`src/sv/pgh_pkg.sv`:
```
package pgh_pkg;

  localparam int COORD_W = 16;
  localparam int RIDX_W  = 12;
  localparam int VAL_W   = 16;
  localparam int RANGE_W = 15;
  // Wide enough for grids of up to 181 x 181 cells.
  localparam int CIDX_W  = 15;

  localparam logic [RANGE_W-1:0] RANGE_RESET  = 15'd5000;
  localparam logic [VAL_W-1:0]   COUNT_MAX    = 16'hFFFF;
  localparam logic [VAL_W-1:0]   MARK_VEHICLE = 16'd999;
  localparam logic [VAL_W-1:0]   MARK_ORIGIN  = 16'd9999;

  typedef enum logic [1:0] {
    REQ_POINT = 2'd0,
    REQ_MARK  = 2'd1,
    REQ_READ  = 2'd2,
    REQ_CLEAR = 2'd3
  } req_kind_t;

  // One classified request handed from the front to the back.
  typedef struct packed {
    req_kind_t         kind;
    logic [CIDX_W-1:0] index;
    logic              in_range;
  } cmd_t;

  typedef struct packed {
    logic push;
    cmd_t cmd;
  } cmd_push_t;

endpackage

```
`src/sv/pgh_cmd_queue.sv`:
```
module pgh_cmd_queue import pgh_pkg::*; (
  input  logic      clk,
  input  logic      rst,
  input  cmd_push_t q_in,
  output logic      full,
  input  logic      pop,
  output logic      empty,
  output cmd_t      head
);

  cmd_t       slots [2];
  logic       wp, rp;
  logic [1:0] count;
  logic       do_push, do_pop;

  assign full    = (count == 2'd2);
  assign empty   = (count == 2'd0);
  assign head    = slots[rp];
  assign do_push = q_in.push && !full;
  assign do_pop  = pop && !empty;

  always_ff @(posedge clk) begin
    if (rst) begin
      wp    <= 1'b0;
      rp    <= 1'b0;
      count <= 2'd0;
    end else begin
      if (do_push) begin
        wp <= ~wp;
      end
      if (do_pop) begin
        rp <= ~rp;
      end
      case ({do_push, do_pop})
        2'b10:   count <= count + 2'd1;
        2'b01:   count <= count - 2'd1;
        default: count <= count;
      endcase
    end
  end

  always_ff @(posedge clk) begin
    if (do_push) begin
      slots[wp] <= q_in.cmd;
    end
  end

endmodule

```
`config.mk`:
```
export PLATFORM = sky130hd
export DESIGN_NAME = pgh_cmd_queue
export DESIGN_NICKNAME = d
export VERILOG_FILES = /design/src/sv/pgh_pkg.sv /design/src/sv/pgh_cmd_queue.sv
export SDC_FILE = /design/constraint.sdc
export NUM_CORES = 1
export LEC_CHECK = 0
export ABC_AREA = 1
export CAP_MARGIN = 20
export CORE_ASPECT_RATIO = 2
export CORE_MARGIN = 4
export CORE_UTILIZATION = 51
export DETAILED_ROUTE_END_ITERATION = 8
export DONT_BUFFER_PORTS = 1
export PLACE_DENSITY = 0.64
export SETUP_SLACK_MARGIN = 0.15
export SLEW_MARGIN = 20
export SYNTH_ARGS = -nofsm -noshare
export SYNTH_HDL_FRONTEND = slang
export SYNTH_SLANG_ARGS = --single-unit
```
`constraint.sdc`:
```
create_clock -name clk -period 3.8 [get_ports clk]
set_clock_uncertainty 0.15 [all_clocks]
set_input_delay 0.76 -clock clk [delete_from_list [all_inputs] [get_ports clk]]
set_output_delay 0.76 -clock clk [all_outputs]
set_load 0.01 [all_outputs]
```
==> results.py, run 1 <==
metrics = {
    "floorplan": {
        "start_util_pct": 53.8,
        "pin_count": 42,
        "die_width_um": 47.6,
        "fp.dieH_um": 87.3,
        "die_area_um2": 4160,
        "core-area_um2": 2980,
        "rows": 28,
    },
    "worst_setup_path": {
        "crit_arrival_ns": 1.71,
        "reg2reg_slack_ns": 1.78,
        "path_cells": "mux2_2",
        "criticalPathCategory": "reg -> out",
        "cp-start-kind": "flop",
        "endpoint_kind": "output pin",
        "path_max_fanout": 18,
        "worst-path-buf-inv": 0,
        "r2r-end": "slots[0][10]",
        "worstRegToRegCells": 4,
        "crit_family": "flip-flops",
        "cp.required_ns": 2.89,
        "slowest_delay_ns": 0.97,
        "reg2reg_from": "count[0]",
        "slowest_stage": "dfxtp_1",
    },
    "pwr": {
        "powerDensity_nw_per_um2": 608,
        "vdd_ir_drop_max_mv": 0.359,
        "power_leakage_uw": 0.000619,
    },
    "route": {
        "first_iter_violations": 9,
        "dr.pass1.iters": 3,
        "wl_per_cell_um": 17.5,
        "routed_wl_mm": 2.31,
        "vias": 730,
        "via_per_inst": 5.53,
        "ant_nets": 0,
        "drc": 0,
    },
    "place": {
        "place_congestion": 0.675,
        "port_buffers": 0,
        "place_hpwl_mm": 1.64,
        "dpl-instance-area_um2": 1610,
        "dpl.cell_count": 124,
    },
    "yosys": {
        "synth_top_area_share_pct": 67.4,
        "syn_avg_cell_area_um2": 16.7,
        "synth_cells": 96,
        "synthTopCellsByArea": "edfxtp_1, mux2_4, dfxtp_1, mux2_2, nor2_1",
        "ys_seq_area_share_pct": 73.7,
        "netlist_area_um2": 1600,
        "synth_nets": 119,
        "ys_types": 14,
        "synth_area_leader_cell": "edfxtp_1",
        "yosysWarningCount": 0,
        "synth.ff_latch_count": 41,
    },
    "clock_tree": {
        "insertion_delay_ns": 0.27,
        "postCtsHoldBufs": 0,
        "cts_tree": "built",
        "htreeDepth": 2,
        "numCtsBuffers": 5,
        "cts-resized-gates": 0,
        "numClockSinks": 41,
        "clkTransAtPathRegs_ns": 0.07,
        "clockBufferDepth": 2,
        "cts_root_buf": "clkbuf_8",
        "cts_setup_buffers": 0,
    },
    "layout": {
        "nNetsFinal": 124,
        "fin_area_um2": 1690,
        "drive_gt1_share_pct": 25.5,
        "antenna_cells": 0,
        "synthToLayoutAreaGrowth_pct": 5.54,
        "finalNonFillerCells": 132,
        "nFillCells": 234,
    },
    "global_route": {
        "grt_use_total_pct": 12.7,
        "grt_pass1_vias": 809,
        "grt_max_degree": 19,
        "grt_pass1_wl_mm": 3.62,
        "grt.overflow.total": 0,
        "antenna_found_initial": 0,
    },
    "worst_hold_path": {
        "holdPathEnd": "wp",
        "hold_path_class": "reg -> reg",
        "min_path_cells": 2,
        "min_from": "wp",
    },
    "sta": {
        "min_period_ns": 2.62,
        "fin_crit_sh_pct": 68.8,
        "tightest_slew_ns": 0.974,
        "fin_hold_ws_ns": 0.364,
        "slew_violations": 0,
        "rsz0062_at_grt": "false",
        "hold_viol_final": 0,
        "tns_ns": 0,
        "slew_headroom_pct": 35.0,
        "finalSetupViolCount": 0,
        "timing.fmax_mhz": 382,
    },
    "outcome": {
        "outcome": "finished, final reports clean",
    },
    "run": {
        "maxCapViolations": 0,
    },
}
-- cells in the mapped netlist (all sizes together) --
cell	instances
nand2	8
mux2	18
nand4	1
nor2	14
ha	1
edfxtp	36
dfxtp	5
buf	2
o21ai	1
inv	9
a21oi	1
-- registers in the layout (all words and copies together) (netlist names), named ones only --
signal and cells:
slots 36, count 2, rp 1, wp 1
-- cells by family after synthesis --
group           share of synthesized area [%]
compound gates                          0.624
simple gates                             5.85
mux                                      15.0
buf+inv                                  4.06
flops                                    73.7
fa+ha+maj                               0.781
-- cells in the final DEF (no fill, tap or decap) --
| master | Yosys | final |
|---|---|---|
| dfxtp_1 | 5 | 5 |
| a21oi_1 | 1 | 1 |
| o21ai_0 | 1 | 1 |
| clkbuf_1 | 0 | 3 |
| nand4_1 | 1 | 1 |
| clkbuf_8 | 0 | 5 |
| ha_1 | 1 | 1 |
| mux2_4 | 10 | 10 |
| edfxtp_1 | 36 | 36 |
| nand2_1 | 8 | 8 |
| nor2_1 | 12 | 11 |
| inv_1 | 9 | 9 |
| mux2_2 | 8 | 8 |
| nor2_2 | 2 | 3 |
-- area by class of cell --
cell class                      instances  area [um^2]  share of cell area, %
Tap cell                               30         37.5                   2.22
Multi-Input combinational cell         44          359                   21.2
Clock buffer                            8         80.1                   4.73
Inverter                                9         33.8                   2.00
Sequential cell                        41         1180                   69.8
-- per-layer routing --
layer	wire [um]	track usage (%)	vias up
li1	-	-	346
met1	753	12.2	350
met2	1300	21.6	29
met3	198	5.38	5
met4	55	6.62	0
met5	0	0	-
-- worst max-delay path by stage --
stage,start,depth (start not counted),endpoint
after CTS,flop,1,head[7]
final,flop,1,head[7]
after floorplan,q_in[18],4,slots[0][0]
after global routing,flop,1,head[8]
after detailed placement,q_in[18],4,slots[0][7]
after global placement,flop,1,head[15]
-- stage by stage --
| step | setup WS [ns] | power, uW | util, % |
|---|---|---|---|
| floorplan | 1.47 | 763 | - |
| detailed placement | 1.43 | 788 | 54.1 |
| global route | 1.10 | 1080 | 56.8 |
| finish | 1.18 | 1030 | 56.8 |
| CTS | 1.14 | 1040 | 56.8 |
| global placement | 1.47 | 777 | 54.1 |
-- power by group --
part,switching (uW),internal (uW)
sequential,39.2,552
clock,127,130
combinational,100,80.8
Power figures use the tool's default switching activity.
==> run 2, diff against run 1 <==
--- a/config.mk
+++ b/config.mk
@@ -5,14 +5,14 @@
 export SDC_FILE = /design/constraint.sdc
 export NUM_CORES = 1
 export LEC_CHECK = 0
-export ABC_AREA = 1
+export ABC_AREA = 0
 export CAP_MARGIN = 20
 export CORE_ASPECT_RATIO = 2
 export CORE_MARGIN = 4
 export CORE_UTILIZATION = 51
 export DETAILED_ROUTE_END_ITERATION = 8
 export DONT_BUFFER_PORTS = 1
-export PLACE_DENSITY = 0.64
+export PLACE_DENSITY = 0.67
 export SETUP_SLACK_MARGIN = 0.15
 export SLEW_MARGIN = 20
 export SYNTH_ARGS = -nofsm -noshare
==> constraint.sdc (replaced) <==
create_clock -name clk -period 2.4 [get_ports clk]
set_clock_uncertainty 0.15 [all_clocks]
set_input_delay 0.48 -clock clk [delete_from_list [all_inputs] [get_ports clk]]
set_output_delay 0.48 -clock clk [all_outputs]
set_load 0.01 [all_outputs]
==> run 2 against run 1 <==
  * Setup slack worse by 0.66 ns
  * Final cell count down 9.1%
  * Clock power up 150%
  * Routed wire length up 0.17%
  * Synthesized cell count down 15%
  * Critical path type unchanged
  * First-iteration DRC count up 78%
  * Largest power group unchanged
==> results.py, run 2 <==
metrics = {
    "outcome": {
        "outcome": "finished, final reports clean",
    },
    "route": {
        "routed_wl_mm": 2.31,
        "via_per_inst": 5.68,
        "first_iter_violations": 16,
        "ant_nets": 0,
        "top_layer": "met4",
        "dr.pass1.iters": 3,
        "wl_per_cell_um": 19.3,
        "m1WireLength_um": 755,
        "drc": 0,
        "vias": 681,
        "met2WireLength_mm": 1.25,
        "met3_length_um": 272,
    },
    "layout": {
        "antenna_cells": 0,
        "nNetsFinal": 113,
        "synthToLayoutAreaGrowth_pct": 12.0,
        "final_cell_mix": "edfxtp_1, mux2_2, mux2_1, dfxtp_1, clkbuf_8",
        "regMostFlops": "slots",
        "reg_top3": "slots x36, count x2",
        "layout_commonest_cell": "edfxtp_1",
        "drive_gt1_share_pct": 26.4,
        "largest_reg_flops": 36,
    },
    "yosys": {
        "yosysWarningCount": 0,
        "ys_types": 18,
        "synth-edff-count": 36,
        "ys_seq_area_share_pct": 77.8,
        "yosysMostFrequentCell": "edfxtp_1",
        "synth_top_area_share_pct": 71.2,
        "synth_cells": 82,
        "synth_nets": 105,
        "syn_avg_cell_area_um2": 18.5,
        "synth.ff_latch_count": 41,
        "synthTopCellsByArea": "edfxtp_1, mux2_2, dfxtp_1, mux2_1, xnor2_1",
        "dominantRegCellSynth": "edfxtp_1",
        "synth_area_leader_cell": "edfxtp_1",
        "async_reset_ff_share_pct": 0,
        "ys_top_cells_by_count": "edfxtp_1, mux2_2, mux2_1, dfxtp_1, nor2_1",
        "netlist_area_um2": 1520,
    },
    "worst_setup_path": {
        "endpoint_kind": "output pin",
        "criticalPathCategory": "reg -> out",
        "slowest_delay_ns": 0.41,
        "reg2reg_from": "count[0]",
        "cp.required_ns": 1.77,
        "reg2reg_slack_ns": 0.64,
        "path_max_fanout": 18,
        "path_cells": "buf_4 -> mux2_2",
        "r2r-end": "slots[0][17]",
        "cp-start-kind": "flop",
        "crit_arrival_ns": 1.24,
        "slowest_stage": "mux2_2",
        "worstRegToRegCells": 5,
    },
    "sta": {
        "min_period_ns": 1.87,
        "tightest_slew_ns": 0.364,
        "finalSetupViolCount": 0,
        "slew_headroom_pct": 75.7,
        "fin_crit_sh_pct": 78.1,
        "timing.fmax_mhz": 533,
        "rsz0062_at_grt": "false",
        "hold_viol_final": 0,
        "slew_violations": 0,
        "tns_ns": 0,
    },
    "place": {
        "place_congestion": 0.626,
        "port_buffers": 0,
        "place_hpwl_mm": 1.69,
    },
    "clock_tree": {
        "insertion_delay_ns": 0.28,
        "clockBufferDepth": 2,
        "cts-resized-gates": 0,
        "htreeDepth": 2,
        "numClockSinks": 41,
        "cts_tree": "built",
        "postCtsHoldBufs": 0,
        "cts_root_buf": "clkbuf_8",
        "clkTransAtPathRegs_ns": 0.07,
        "numCtsBuffers": 5,
        "cts_setup_buffers": 0,
    },
    "floorplan": {
        "start_util_pct": 54.1,
        "pin_count": 42,
        "core-area_um2": 2800,
        "die_width_um": 46.6,
        "fp.dieH_um": 85.1,
        "die_area_um2": 3970,
        "rows": 27,
    },
    "global_route": {
        "grt_pass1_vias": 735,
        "grt.overflow.total": 0,
        "grt_max_degree": 19,
        "antenna_found_initial": 0,
        "grt_use_total_pct": 13.3,
        "grt_pass1_wl_mm": 3.64,
    },
    "worst_hold_path": {
        "holdPathEnd": "count[1]",
        "hold_path_class": "in -> reg",
        "min_from": "rst",
        "min_path_cells": 1,
    },
    "run": {
        "maxCapViolations": 0,
    },
    "pwr": {
        "vdd_ir_drop_max_mv": 0.679,
        "power_leakage_uw": 0.000593,
        "p_total_uw": 2020,
        "powerDensity_nw_per_um2": 1190,
    },
}
run 2: cell families (layout without fill, tap and decap cells):
group / after synthesis / in the layout / synth area share (%)
and+or+nand+nor: 9 / 9 / 3.05
buffers and inverters: 5 / 14 / 1.40
xor gates and xnor gates: 3 / 3 / 1.73
AOI/OAI and AO/OA: 5 / 5 / 1.81
adders and majority gates: 1 / 1 / 0.824
DFF: 41 / 41 / 77.8
muxes: 18 / 18 / 13.4
run 2: worst max path at each step:
stage,startpoint,end,cells after the start
after floorplan,count[0],slots[0][0],4
after global placement,count[0],slots[0][17],5
after detailed placement,count[0],slots[0][0],5
after CTS,flop,head[9],2
after global routing,flop,head[9],2
final,flop,head[9],2
run 2: per-stage QoR:
stage	hold WS [ns]	instances	cell area (um^2)	util, %	worst slack, ns
floorplan	0.302	82	1520	-	0.587
global placement	0.332	112	1570	55.9	0.695
detailed placement	0.338	112	1570	55.9	0.655
CTS	0.0954	120	1700	60.6	0.500
global route	0.0958	120	1700	60.6	0.451
finish	0.108	120	1700	60.6	0.526
run 2: area by class of cell:
| cell class | instances | area, um^2 |
|---|---|---|
| clock buffer | 5 | 68.8 |
| clock inverter | 3 | 65.1 |
| fill | 221 | 1100 |
| inverter | 3 | 11.3 |
| multi-input combinational | 36 | 315 |
| sequential | 41 | 1180 |
| tap | 29 | 36.3 |
| timing repair buffer | 3 | 22.5 |
run 2: routing by layer:
metal	vias to the layer above	track usage [%]
met4	0	5.44
li1	320	-
met2	28	21.9
met5	-	0
met1	329	13.5
met3	4	7.01
run 2: critical path: cells and delay by family (launching register included):
family | cells | cell delay [ns]
flip-flops | 1 | 0.31
multiplexers | 1 | 0.41
buffers and inverters | 1 | 0.25
run 2: power by group:
part / switching [uW] / total, uW / internal, uW
Combinational: 254 / 434 / 180
Clock: 218 / 630 / 413
Sequential: 45.9 / 953 / 907
Total: 517 / 2020 / 1500
