<file path="src/sv/pgh_pkg.sv">
package pgh_pkg;

  localparam int COORD_W = 16;
  localparam int RIDX_W  = 12;
  localparam int VAL_W   = 16;
  localparam int RANGE_W = 15;
  // Wide enough for grids of up to 181 x 181 cells.
  localparam int CIDX_W  = 15;

  localparam logic [RANGE_W-1:0] RANGE_RESET  = 15'd5000;
  localparam logic [VAL_W-1:0]   COUNT_MAX    = 16'hFFFF;
  localparam logic [VAL_W-1:0]   MARK_VEHICLE = 16'd999;
  localparam logic [VAL_W-1:0]   MARK_ORIGIN  = 16'd9999;

  typedef enum logic [1:0] {
    REQ_POINT = 2'd0,
    REQ_MARK  = 2'd1,
    REQ_READ  = 2'd2,
    REQ_CLEAR = 2'd3
  } req_kind_t;

  // One classified request handed from the front to the back.
  typedef struct packed {
    req_kind_t         kind;
    logic [CIDX_W-1:0] index;
    logic              in_range;
  } cmd_t;

  typedef struct packed {
    logic push;
    cmd_t cmd;
  } cmd_push_t;

endpackage

</file>
<file path="src/sv/pgh_front.sv">
module pgh_front import pgh_pkg::*; #(
  parameter int GRID_HALF = 25
) (
  input  logic                      clk,
  input  logic                      rst,
  input  logic                      start,
  input  logic                      block_busy,
  input  logic [1:0]                req_type,
  input  logic signed [COORD_W-1:0] x_pos,
  input  logic signed [COORD_W-1:0] y_pos,
  input  logic [RIDX_W-1:0]         read_index,
  input  logic                      cfg_valid,
  output logic                      cfg_ready,
  input  logic [RANGE_W-1:0]        cfg_data,
  input  logic                      q_full,
  output cmd_push_t                 q_in,
  output logic                      front_busy
);

  localparam int STRIDE = 2 * GRID_HALF + 1;
  localparam int CELLS  = STRIDE * STRIDE;
  localparam int QB     = $clog2(GRID_HALF + 1);
  localparam int DIV_W  = COORD_W + QB + 1;
  localparam int OFF_W  = $clog2(STRIDE);
  localparam int CNT_W  = $clog2(QB + 1);

  typedef enum logic [3:0] {
    F_IDLE = 4'b0001,
    F_LOAD = 4'b0010,
    F_DIV  = 4'b0100,
    F_PUSH = 4'b1000
  } front_state_t;

  front_state_t       st;
  logic [RANGE_W-1:0] scan_range;
  req_kind_t          kind;
  logic [COORD_W-1:0] mag_x, mag_y;
  logic               neg_x, neg_y;
  logic [RIDX_W-1:0]  rd_idx;
  logic [DIV_W-1:0]   rem_x, rem_y, dsh;
  logic [QB:0]        q_x, q_y;
  logic [CNT_W-1:0]   cnt;

  logic [RANGE_W-1:0] r_eff;
  logic               ge_x, ge_y;
  logic [QB-1:0]      qc_x, qc_y;
  logic [OFF_W-1:0]   col, row;
  logic [CIDX_W-1:0]  cell_idx;
  logic               accept;

  assign accept     = start && !block_busy;
  assign front_busy = (st != F_IDLE);
  assign cfg_ready  = (st == F_IDLE);
  assign r_eff      = (scan_range == '0) ? RANGE_W'(1) : scan_range;
  assign ge_x       = (rem_x >= dsh);
  assign ge_y       = (rem_y >= dsh);

  // A set top quotient bit means the quotient is at least 2^QB, past the edge.
  assign qc_x = (q_x[QB] || (q_x[QB-1:0] > QB'(GRID_HALF))) ? QB'(GRID_HALF) : q_x[QB-1:0];
  assign qc_y = (q_y[QB] || (q_y[QB-1:0] > QB'(GRID_HALF))) ? QB'(GRID_HALF) : q_y[QB-1:0];

  assign col = neg_x ? OFF_W'(GRID_HALF) - OFF_W'(qc_x) : OFF_W'(GRID_HALF) + OFF_W'(qc_x);
  assign row = neg_y ? OFF_W'(GRID_HALF) - OFF_W'(qc_y) : OFF_W'(GRID_HALF) + OFF_W'(qc_y);
  assign cell_idx = CIDX_W'(row) * CIDX_W'(STRIDE) + CIDX_W'(col);

  always_comb begin
    q_in.push         = (st == F_PUSH) && !q_full;
    q_in.cmd.kind     = kind;
    q_in.cmd.index    = cell_idx;
    q_in.cmd.in_range = 1'b1;
    if (kind inside {REQ_READ, REQ_CLEAR}) begin
      q_in.cmd.index    = CIDX_W'(rd_idx);
      q_in.cmd.in_range = (CIDX_W'(rd_idx) < CIDX_W'(CELLS));
    end
  end

  always_ff @(posedge clk) begin
    if (rst) begin
      st         <= F_IDLE;
      scan_range <= RANGE_RESET;
    end else begin
      if (cfg_valid && cfg_ready) begin
        scan_range <= cfg_data;
      end
      case (st)
        F_IDLE: begin
          if (accept) begin
            if (req_kind_t'(req_type) inside {REQ_POINT, REQ_MARK}) begin
              st <= F_LOAD;
            end else begin
              st <= F_PUSH;
            end
          end
        end
        F_LOAD: st <= F_DIV;
        F_DIV: begin
          if (cnt == '0) begin
            st <= F_PUSH;
          end
        end
        F_PUSH: begin
          if (!q_full) begin
            st <= F_IDLE;
          end
        end
        default: st <= F_IDLE;
      endcase
    end
  end

  always_ff @(posedge clk) begin
    case (st)
      F_IDLE: begin
        kind   <= req_kind_t'(req_type);
        neg_x  <= x_pos[COORD_W-1];
        neg_y  <= y_pos[COORD_W-1];
        mag_x  <= x_pos[COORD_W-1] ? COORD_W'(-x_pos) : COORD_W'(x_pos);
        mag_y  <= y_pos[COORD_W-1] ? COORD_W'(-y_pos) : COORD_W'(y_pos);
        rd_idx <= read_index;
      end
      F_LOAD: begin
        // Rounded quotient: (2*|c|*GRID_HALF + r) / (2*r).
        rem_x <= DIV_W'(mag_x) * DIV_W'(2 * GRID_HALF) + DIV_W'(r_eff);
        rem_y <= DIV_W'(mag_y) * DIV_W'(2 * GRID_HALF) + DIV_W'(r_eff);
        dsh   <= DIV_W'({r_eff, 1'b0}) << QB;
        q_x   <= '0;
        q_y   <= '0;
        cnt   <= CNT_W'(QB);
      end
      F_DIV: begin
        if (ge_x) begin
          rem_x <= rem_x - dsh;
        end
        if (ge_y) begin
          rem_y <= rem_y - dsh;
        end
        q_x <= {q_x[QB-1:0], ge_x};
        q_y <= {q_y[QB-1:0], ge_y};
        dsh <= dsh >> 1;
        cnt <= cnt - CNT_W'(1);
      end
      default: ;
    endcase
  end

endmodule

</file>
<file path="config.mk">
export PLATFORM = sky130hd
export DESIGN_NAME = pgh_front
export DESIGN_NICKNAME = d
export VERILOG_FILES = /design/src/sv/pgh_pkg.sv /design/src/sv/pgh_front.sv
export SDC_FILE = /design/constraint.sdc
export NUM_CORES = 1
export LEC_CHECK = 0
export BUFFER_PORTS_ARGS = -buffer_cell sky130_fd_sc_hd__buf_2
export CAP_MARGIN = 20
export CORE_ASPECT_RATIO = 1.5
export CORE_MARGIN = 8
export CORE_UTILIZATION = 30
export DETAILED_ROUTE_END_ITERATION = 6
export GPL_TIMING_DRIVEN = 0
export HOLD_SLACK_MARGIN = 0.06
export PLACE_DENSITY_LB_ADDON = 0.08
export SLEW_MARGIN = 20
export SYNTH_ARGS = -nofsm -noshare
export SYNTH_HDL_FRONTEND = slang
export SYNTH_SLANG_ARGS = --single-unit
</file>
<file path="constraint.sdc">
create_clock -name clk -period 6.15 [get_ports clk]
set_input_delay 0.3075 -clock clk [delete_from_list [all_inputs] [get_ports clk]]
set_output_delay 0.3075 -clock clk [all_outputs]
set_load 0.01 [all_outputs]
</file>
==> results of run 1 <==
worst max path at each step:
stage / to / from
final: q_in[12] / q_y[4]$_SDFFCE_PN0N_
after global placement: q_in[12] / q_y[4]$_SDFFCE_PN0N_
after detailed placement: q_in[12] / q_y[4]$_SDFFCE_PN0N_
after floorplan: q_in[12] / q_y[4]$_SDFFCE_PN0N_
after CTS: q_in[12] / q_y[4]$_SDFFCE_PN0N_
after global routing: q_in[12] / q_y[5]$_SDFFCE_PN0N_
layout by cell type, fill, tap and decap left out, types with 17 or more instances in the layout:
cell	count
nand2b_1	22
nor2_1	96
xor2_1	41
ha_1	221
nand3_1	18
a21oi_1	98
clkbuf_16	17
o21a_1	23
nand2_1	140
edfxtp_1	128
xnor2_1	85
inv_1	188
o21ai_0	87
buf_2	84
clkbuf_1	38
a21o_1	33
dfxtp_1	19
nor2b_1	18
fa_1	33
nor3_1	25
and2_1	17
metrics by stage:
| stage | setup slack (ps) | TNS [ps] |
|---|---|---|
| 2_1_floorplan | 1040 | 0 |
| 3_3_place_gp | 563 | 0 |
| 3_5_place_dp | 539 | 0 |
| 4_1_cts | 34.4 | 0 |
| 5_1_grt | -40.4 | -54.5 |
| 6_report | 326 | 0 |
registers in the layout, summed over array words and instances (netlist names):
signal and cells:
q_y 6, mag_x 16, rem_y 22, dsh 21, mag_y 16, q_x 6
rd_idx 12, st 4, neg_x 1, rem_x 22, cnt 3, neg_y 1
scan_range 15, kind 2
layer usage:
| metal | vias up | routed length [microns] | GRT usage [%] |
|---|---|---|---|
| met5 | - | 0 | 0 |
| met1 | 5131 | 16300 | 15.4 |
| met3 | 45 | 927 | 1.97 |
| met2 | 170 | 20800 | 27.6 |
| met4 | 0 | 1300 | 5.95 |
| li1 | 5766 | - | - |
kinds of logic (layout without fill, tap and decap cells):
| kind of cell | Yosys count | in the layout | synth area share, % |
|---|---|---|---|
| adder cells (fa/ha/maj) | 255 | 255 | 24.0 |
| AND/OR/NAND/NOR | 420 | 420 | 14.5 |
| AO/OA/AOI/OAI | 366 | 366 | 16.7 |
| other | 1 | 2 | 0.0262 |
| multiplexers | 17 | 17 | 1.24 |
| buffers and inverters | 234 | 371 | 6.24 |
| XOR/XNOR | 127 | 127 | 7.82 |
| flip-flops | 147 | 147 | 29.5 |
timing repair:
| action | in CTS | in global routing |
|---|---|---|
| gates resized for setup | 0 | 8 |
| hold buffers | 14 | 0 |
| buffers inserted | 0 | 5 |
| hold endpoints to repair | 14 | 0 |
| endpoints found under the setup margin | 0 | 2 |
worst max-delay path, cell delays in order (launching register included):
cell and delay (ps):
edfxtp_1 450, o211ai_1 110, nand2_1 150, inv_2 100
or4b_2 630, and2_1 210, inv_2 90, ha_1 260
ha_1 310, inv_1 80, fa_1 440, fa_1 550
inv_1 40, ha_1 290, inv_1 90, o21bai_1 100
a21oi_2 160, o21bai_1 110, a211o_1 320, a31oi_2 180
xor2_1 150, o21ai_0 80, buf_2 160
layout make-up:
type,instances,area share (%)
clock inverter,15,1.25
buffer,43,1.08
multi-input combinational,1187,56.4
tap,600,4.58
sequential,147,25.8
timing repair buffer,105,3.90
inverter,191,4.39
clock buffer,17,2.60
==> impl_results.md, run 1 <==
* Post-synth top cells: ha_1, inv_1, nand2_1
* Average wire per standard cell at 17.1 microns
* Post-synth top area share at 26.9%
* Diodes inserted at 0
* Area delta synth->final at 14.4%
* Synth Register Bits at 147
* Worst setup EP type: output port
* Worst hold endpoint: scan_range[12]$_SDFFE_PP1P_
* Final ANT Viol Nets at 0
* Critical path launch point type: register
* CTS tree: built
* H-Tree Depth at 4
* Hold Path Stages at 3
* Chip width at 194 microns
* Clock Path Buffers at 2
* Hold wc startpoint: cfg_data[12]
* Unrepaired setup endpoints after global routing: yes
* Share of cells above drive strength 1 at 10.3%
* Clk Tree Root Cell: clkbuf_16
* Ys async rst share at 0%
* # clock sinks at 147
* Post-Route WL at 39.4 mm
* Finished Cell Area at 16,400 sq um
* RR Endpoint: rem_x[19]$_DFFE_PP_
* Die span in y at 284 microns
* Outcome: finished clean
* Ys flop type: edfxtp_1
* Final period util at 94.7%
* Vias in the first global route at 11,700
* Fmax at 0.172 GHz
* Fin crit period at 5820 ps
* Total of max-cap violations at 0
* Core footprint at 47,500 sq um
* Area occupied by multi-input gates at 9240 sq um
* 1st-pass router iterations at 5
* Max FO, Critical Path at 5
* First-pass GRT wire length at 62.2 mm
* Max-slew violation count at 0
* Post-Place Cell Area at 15,500 sq um
* Initial core utilization at 30.2%
* Synth unique cells at 79
* Post-synth EDFFs at 128
* Clock buffers created by TritonCTS at 17
* R2R depth at 19
* Final net count at 2,013
* Area contributors post-synth: edfxtp_1, ha_1, xnor2_1
* Pin count of the biggest net entering global routing at 38
* Arr. time, crit path at 5520 ps
* Hold Crit Class: primary input to register
* Hold Worst Slack at 102 ps
* R2R setup slack at 1190 ps
* Sequential share of the synthesized area at 29.5%
* Core Util, Final at 34.5%
* 1st-iter DRT viols at 467
* Boundary Pins at 88
* Slew @ Worst Pin at 1020 ps
* DIE AREA at 55,100 sq um
* Most common cell in the netlist: ha_1
* Reg2reg start: mag_x[2]$_DFFE_PP_
* Post-synthesis area per instance at 9.13 sq um
* Remaining DRCs at 0
* Final Non-Filler Cells at 2,305
* Row count at 98
* Worst Path Required at 5840 ps
* Routability Congestion at 0.805
* Initial antenna violation count at 1
* Syn Inst Count at 1,567
* Register clock-pin slew on the reported worst setup and hold paths at 70 ps
* GRT Resource Usage Total at 14.4%
* Input/output buffers at 84
* Via count at 11,100
* Slew HR at 32.2%
* Syn. warnings at 0
* Placed cells at 2,254
* Cell Area, Synth at 14,300 sq um
* Final setup viols at 0
* Critical path class: register to output port
* Register Area at 4220 sq um
* Final setup skew at 11.2 ps
* Hold Violations, Final at 0
* # fillers at 4,907
* Worst skew pair latency at 450 ps
* Largest area contributor in the netlist: edfxtp_1
* Post-DP HPWL at 32.5 mm
* Vias per Instance at 4.82
* Gr ovfl total at 0
Power of run 1 is left out: the tool's default activity adds up to more than one toggle a clock period on the data nets, which glitch-free logic cannot reach.
==> inputs of run 2 (changes only) <==
--- a/config.mk
+++ b/config.mk
@@ -7,7 +7,7 @@
 export LEC_CHECK = 0
 export BUFFER_PORTS_ARGS = -buffer_cell sky130_fd_sc_hd__buf_2
 export CAP_MARGIN = 20
-export CORE_ASPECT_RATIO = 1.5
+export CORE_ASPECT_RATIO = 0.5
 export CORE_MARGIN = 8
 export CORE_UTILIZATION = 30
 export DETAILED_ROUTE_END_ITERATION = 6
==> run 2 against run 1 <==
Non-clock buffer count is the same. Clock skew shrank 2.2 ps. Via count grew 0.32%. Sequential cell count is the same. Utilization grew 0.37 points. Critical endpoint unchanged. Critical path type unchanged. Hold slack lost 20 ps. Die area grew 0.51%.
==> impl_results.md, run 2 (same netlist as run 1, synthesis figures left out) <==
* H-Tree Depth at 4
* Critical path's slowest cell: or4b_2
* Setup WS pre-CTS at 649 ps
* Arr. time, crit path at 5500 ps
* CP Capture Point: q_in[12]
* Worst path cell trace: or4b_2 > and2_1 > inv_1 > ha_1 > ha_1 > inv_1 > fa_1 > fa_1 > inv_1 > ha_1 > inv_1 > o21bai_1 > a21oi_2 > o21bai_1 > a211o_1 > a31oi_1 > xor2_1 > o21ai_0 > buf_2
* RR Endpoint: rem_x[20]$_DFFE_PP_
* Remaining DRCs at 0
* Share of cells above drive strength 1 at 9.85%
* CTS tree: built
* Leading cell type in the layout, fill and taps excluded: ha_1
* Chip width at 325 microns
* Worst path most repeated cell: inv_1
* GRT Resource Usage Total at 14.4%
* Register clock-pin slew on the reported worst setup and hold paths at 60 ps
* Average wire per standard cell at 16.9 microns
* Critical path launch point type: register
* Boundary Pins at 88
* Final ANT Viol Nets at 0
* DIE AREA at 55,400 sq um
* Initial core utilization at 30.5%
* Routability Congestion at 0.837
* Vias per Instance at 4.76
* Row count at 56
* Final setup skew at 9.06 ps
* Clock buffers created by TritonCTS at 17
* Worst setup startpoint: neg_y$_DFFE_PP_
* Critical path class: register to output port
* Vias in the first global route at 11,600
* Slew HR at 39.1%
* Gr ovfl total at 0
* Post-Route WL at 39.6 mm
* Clk Tree Root Cell: clkbuf_16
* Clock Path Buffers at 2
* Most frequent cells in the layout: ha_1, inv_1, nand2_1
* Final setup viols at 0
* Final period util at 94.4%
* Input/output buffers at 84
* Hold Crit Class: primary input to register
* Fin crit period at 5810 ps
* Biggest cell delay along the critical path at 770 ps
* Max-slew violation count at 0
* First-pass GRT wire length at 63.3 mm
* Area delta synth->final at 14.4%
* Worst Path Required at 5840 ps
* Core footprint at 46,900 sq um
* Sum Neg Setup Slack at 0 ps
* # clock sinks at 147
* Via count at 11,100
* Fmax at 0.172 GHz
* Die span in y at 170 microns
* R2R setup slack at 870 ps
* Hold Violations, Final at 0
* Outcome: finished clean
* Worst skew pair latency at 450 ps
* Largest registers: rem_x: 22 flops, rem_y: 22 flops, dsh: 21 flops
* R2R depth at 19
* Post-DP HPWL at 32.3 mm
* Final net count at 2,013
* Worst setup EP type: output port
* Max FO, Critical Path at 7
* 1st-pass router iterations at 5
* Total of max-cap violations at 0
* Reg2reg start: mag_x[2]$_DFFE_PP_
* Slew @ Worst Pin at 913 ps
* Final worst setup slack at 344 ps
* 1st-iter DRT viols at 597
* # fillers at 4,878
* Pin count of the biggest net entering global routing at 40
* Initial antenna violation count at 2
==> run 2: cell type report <==
type	count	area, sq um	area share, %
clock buffer	26	533	3.26
tap	638	798	4.88
multi-input combinational	1187	9230	56.4
sequential	147	4220	25.8
inverter	191	719	4.39
clock inverter	6	42.5	0.260
buffer	43	176	1.08
timing repair buffer	105	646	3.94
antenna	1	2.50	0.0153
==> run 2: worst max-delay path: cells and delay by family, from the launching register on <==
kind	cells	cell delay (ps)
xor gates and xnor gates	1	180
buffers and inverters	5	470
adders and majority gates	5	1860
AOI/OAI and AO/OA	6	960
DFF	1	630
and+or+nand+nor	2	970
==> run 2: stage by stage <==
step	util [%]	hold WS, ps	cell area, sq um	std cells
floorplan	-	384	14300	1568
global placement	33.1	487	15500	2290
detailed placement	33.2	487	15600	2293
CTS	34.8	61.5	16300	2340
global route	34.9	70.6	16400	2344
finish	34.9	82.8	16400	2344
==> run 2: worst min-delay path by stage <==
stage,from,endpoint,slack [ps],depth (start not counted)
6_report,cfg_data[3],scan_range[3]$_SDFFE_PP1P_,80,3
4_1_cts,cfg_data[3],scan_range[3]$_SDFFE_PP1P_,60,3
3_5_place_dp,read_index[9],rd_idx[9]$_DFFE_PP_,490,1
5_1_grt,cfg_data[3],scan_range[3]$_SDFFE_PP1P_,70,3
3_3_place_gp,read_index[3],rd_idx[3]$_DFFE_PP_,490,1
2_1_floorplan,req_type[1],st[1]$_SDFFE_PP0P_,380,1
==> run 2: timing repair <==
item                                   CTS  global route
setup buffers                            0             3
hold buffers                            15             0
gates resized for setup                  0             5
setup endpoints to repair                0             2
endpoints found under the hold margin   15             0
==> run 2: per-layer routing <==
| layer | global-route usage (%) | vias to the layer above | share of wire (%) |
|---|---|---|---|
| met5 | 0 | - | 0.030 |
| li1 | - | 5772 | - |
| met4 | 3.30 | 2 | 1.4 |
| met3 | 2.86 | 27 | 3.6 |
| met2 | 23.2 | 155 | 44 |
| met1 | 19.9 | 5192 | 51 |
Power of run 2 is left out for the same reason.
